==> src/design/ssi_pkg.sv <==
`timescale 1ns / 1ps
// ----------------------------------------------------------------------------
// ssi_pkg
// Shared types and constants for the sorted set insertion block.
// ----------------------------------------------------------------------------
package ssi_pkg;

  localparam int VALUE_W       = 32;
  localparam int ENTRY_COUNT_W = 7;

  typedef logic signed [VALUE_W-1:0] value_t;
  typedef logic [ENTRY_COUNT_W-1:0]  entry_count_t;

  // what a cell hands to the next cell up the row
  typedef struct packed {
    value_t data;  // stored entry
    logic   occ;   // entry holds a live value
    logic   gt;    // live entry greater than the broadcast value
  } link_t;

  // lower boundary of the row: behaves as a live entry below any value
  localparam link_t LINK_BOUNDARY = '{data: '0, occ: 1'b1, gt: 1'b0};

endpackage

==> src/design/ssi_cell.sv <==
`timescale 1ns / 1ps
// ----------------------------------------------------------------------------
// ssi_cell
// One entry of the sorted row: compares its entry with the broadcast value,
// and on an insert either keeps it, takes the new value or takes the entry
// of the cell below.
// ----------------------------------------------------------------------------
module ssi_cell (
  input  logic           clk,
  input  logic           occ,
  input  logic           insert,
  input  ssi_pkg::value_t value,
  input  ssi_pkg::link_t  link_in,
  output ssi_pkg::link_t  link_out,
  output logic           eq
);
  import ssi_pkg::*;

  value_t data;
  value_t data_next;
  logic   gt;
  logic   below_live;

  assign gt         = occ && (data > value);
  assign eq         = occ && (data == value);
  // cell below holds a live value not greater than the new one
  assign below_live = link_in.occ && !link_in.gt;

  always_comb begin
    data_next = data;
    if (insert) begin
      if (link_in.gt) begin
        data_next = link_in.data;
      end else if (below_live && (gt || !occ)) begin
        data_next = value;
      end
    end
  end

  always_ff @(posedge clk) begin
    data <= data_next;
  end

  assign link_out = '{data: data, occ: occ, gt: gt};

endmodule

==> config.mk <==
export PLATFORM = sky130hd
export DESIGN_NAME = ssi_cell
export DESIGN_NICKNAME = d
export VERILOG_FILES = /design/src/design/ssi_pkg.sv /design/src/design/ssi_cell.sv
export SDC_FILE = /design/constraint.sdc
export NUM_CORES = 1
export LEC_CHECK = 0
export BUFFER_PORTS_ARGS = -buffer_cell sky130_fd_sc_hd__buf_2
export CAP_MARGIN = 30
export CORE_ASPECT_RATIO = 1.4
export CORE_MARGIN = 1.5
export CORE_UTILIZATION = 30
export DETAILED_ROUTE_END_ITERATION = 16
export GPL_TIMING_DRIVEN = 0
export PLACE_DENSITY = 0.64
export SLEW_MARGIN = 25
export SYNTH_ARGS = -nofsm -noshare
export SYNTH_HDL_FRONTEND = slang
export SYNTH_SLANG_ARGS = --single-unit
==> constraint.sdc <==
create_clock -name clk -period 9.8 [get_ports clk]
set_input_delay 0.49 -clock clk [delete_from_list [all_inputs] [get_ports clk]]
set_output_delay 0.49 -clock clk [all_outputs]
set_load 0.1 [all_outputs]
==> impl_metrics.csv <==
group,metric,value,unit
outcome,status,"finished, final reports clean",
power,powerDensity,160,nW/um^2
placed_design,placed_area,2820,um^2
worst_setup_path,path_class,"flop to output port",
sta,relSlewSlack,56.0,%
floorplan,fp-row-count,36,
sta,hold_viol_final,0,
worst_setup_path,crit_fanout,3,
sta,finalMaxSlewViolations,0,
power,pwr-share-comb,40.7,%
placed_design,numPortBuffers,102,
layout,final_nets,436,
grt,grt_pass1_vias,1913,
yosys,synthCells,225,
yosys,synth-edff-count,32,
clock_network,cts_resized,0,
yosys,ys.warnings.count,0,
power,swShare,43.7,%
layout,syn_to_final_growth,34.9,%
yosys,syn_nets,326,
clock_network,cts_tree,"done",
clock_network,cts_max_level,2,
clock_network,ctsHoldBuffers,0,
yosys,yosysMostFrequentCell,"nand2_1",
yosys,synth-simple-area-share,13.4,%
placed_design,gp_congestion,0.769,
clock_network,clk_path_buf_depth,2,
power,clock_power_share,21.7,%
power,p_sw,0.202,mW
layout,layout.cells.non_filler,431,
floorplan,initial_utilization,31.0,%
clock_network,cts_sinks,32,
worst_setup_path,crit_path_start_kind,"flop",
sta,finClkSkew,0.00440,ns
grt,antenna_found_initial,0,
yosys,synth_top_family_by_area,"adder cells",
yosys,ys_ff_latch,32,
yosys,synth_commonest_cells,"nand2_1, inv_1, o21ai_0",
yosys,synth_seq_area_share,44.7,%
detailed_routing,via_per_inst,4.64,
floorplan,core,6940,um^2
sta,tightestPinTransition,0.655,ns
detailed_routing,wl_per_cell,13.3,um
detailed_routing,drtPass1Iterations,4,
yosys,synth_compound_area_share,14.8,%
placed_design,dp_hpwl,4.65,mm
detailed_routing,vias,1999,
yosys,async_flop_share,0,%
placed_design,placed_cells,423,
detailed_routing,drt_first_iter_violations,69,
layout,fill_cells,754,
power,finalPower,0.464,mW
sta,timing.fmax,0.296,GHz
clock_network,cts_root_buf,"clkbuf_8",
sta,rsz0062_at_grt,"no",
worst_setup_path,crit_required,9.31,ns
worst_setup_path,end_kind,"output port",
layout,multi_input_area,1030,um^2
detailed_routing,drcViolationCount,0,
detailed_routing,ant_nets,0,
layout,largest_register_ffs,32,
clock_network,cts_setup_buffers,0,
sta,finalCritPeriodShare,34.5,%
clock_network,path_clk_slew,0.07,ns
grt,grt_max_degree,19,
layout,reg_top3,"data: 32 flops",
layout,design_area,2900,um^2
yosys,ys.flop_type,"edfxtp_1",
sta,setup_tns,0,ns
yosys,synthXorXnorAreaFrac,0,%
power,power.leakage,1.46,nW
yosys,yosysTopAreaCell,"edfxtp_1",
power,power_frac_seq,37.7,%
clock_network,cts_buffers,5,
placed_design,place_ws,6.49,ns
floorplan,fp.dieW,74.6,um
hold_path,holdCritPathClass,"primary input to flop",
detailed_routing,drt_wl_total,5.71,mm
yosys,synth_area,2150,um^2
flow_run,drv_cap,0,
grt,grt_pass1_wl,8.98,mm
sta,finalSetupViolations,0,
yosys,synth_top_cell_area_share,44.7,%
worst_setup_path,cp_data_arrival_time,2.89,ns
sta,final.setup.worst_slack,6.42,ns
grt,gr-usage-all-layers,15.5,%
grt,grt_overflow_total,0,
power,p_int,0.261,mW
yosys,avgSynthCellArea,9.56,um^2
floorplan,num_io_pins,104,
floorplan,dieHeight,103,um
power,peakVddDrop,82.9,uV
layout,top_register,"data",
yosys,yosysUniqueCellTypes,28,
layout,diodes,0,
layout,regArea,961,um^2
sta,finalCriticalPeriod,3.38,ns
yosys,synthAdderAreaFrac,18.6,%
yosys,synth.area.mux_share,0.523,%
yosys,synthTopCellsByArea,"edfxtp_1, ha_1, o21ai_0",
floorplan,die_area,7700,um^2
clock_network,insertion_delay,0.28,ns
layout,drive_above_1_share,35.1,%
==> layout by cell type (no fill, tap or decap), types with 2 or more instances in the layout <==
master	count
buf_2	102
nand2_1	36
inv_1	35
o21ai_0	33
ha_1	32
edfxtp_1	32
a21oi_1	13
nand4_1	6
nand3_1	6
clkbuf_1	5
clkbuf_8	5
buf_1	2
nor3_1	2
and4_1	2
a21o_1	2
a211oi_1	2
nor2b_1	2
buf_4	2
clkinv_2	2
==> per-stage QoR <==
step,hold slack [ns],utilization [%]
2_1_floorplan,0.677,-
3_3_place_gp,0.768,40.1
3_5_place_dp,0.770,40.7
4_1_cts,0.474,41.8
5_1_grt,0.471,41.8
6_report,0.482,41.8
==> area by class of cell <==
type                       count  area share, %
buffer                         9           1.42
clock buffer                   5           2.37
clock inverter                 3          0.474
inverter                      35           4.53
multi-input combinational    149           35.5
sequential                    32           33.1
tap                           95           4.09
timing repair buffer         103           18.5
==> power groups by stage <==
stage          registers, mW  clock network (mW)  logic, mW
4_1_cts                0.175               0.103      0.190
2_1_floorplan          0.267                   0     0.0550
3_3_place_gp           0.179                   0      0.183
3_5_place_dp           0.178                   0      0.189
6_report               0.175               0.100      0.189
5_1_grt                0.176               0.112      0.203
==> routing by layer <==
layer | track usage [%] | up-vias | part of all wire (%)
met5 | 0 | - | 0
met2 | 26.7 | 58 | 50
li1 | - | 1016 | -
met3 | 3.29 | 6 | 4.6
met4 | 4.20 | 0 | 0.91
met1 | 19.5 | 919 | 45
==> kinds of logic (layout without fill, tap and decap cells) <==
kind of cell    Yosys count  in the layout
simple gates             59             59
fa+ha+maj                32             32
buf+inv                  44            155
mux                       1              1
compound gates           57             57
flops                    32             32
==> worst max-delay path, cell delays in order, from the launching register on <==
cell and delay, ns:
edfxtp_1 0.40, ha_1 0.33, a21oi_1 0.16, nand2_1 0.07, a21oi_1 0.16, or4b_4 0.50
a221oi_2 0.46, nor2_1 0.10, buf_4 0.14, buf_2 0.28
==> final timing paths <==
path         startpoint           to  slack, ns  cells after the start
max reg2reg    data[30]     data[18]       6.95                      6
min          link_in[8]      data[6]       0.48                      3
min reg2reg     data[1]      data[1]       1.31                      5
max            data[14]  link_out[0]       6.42                      9
(Power assumes the default switching activity.)
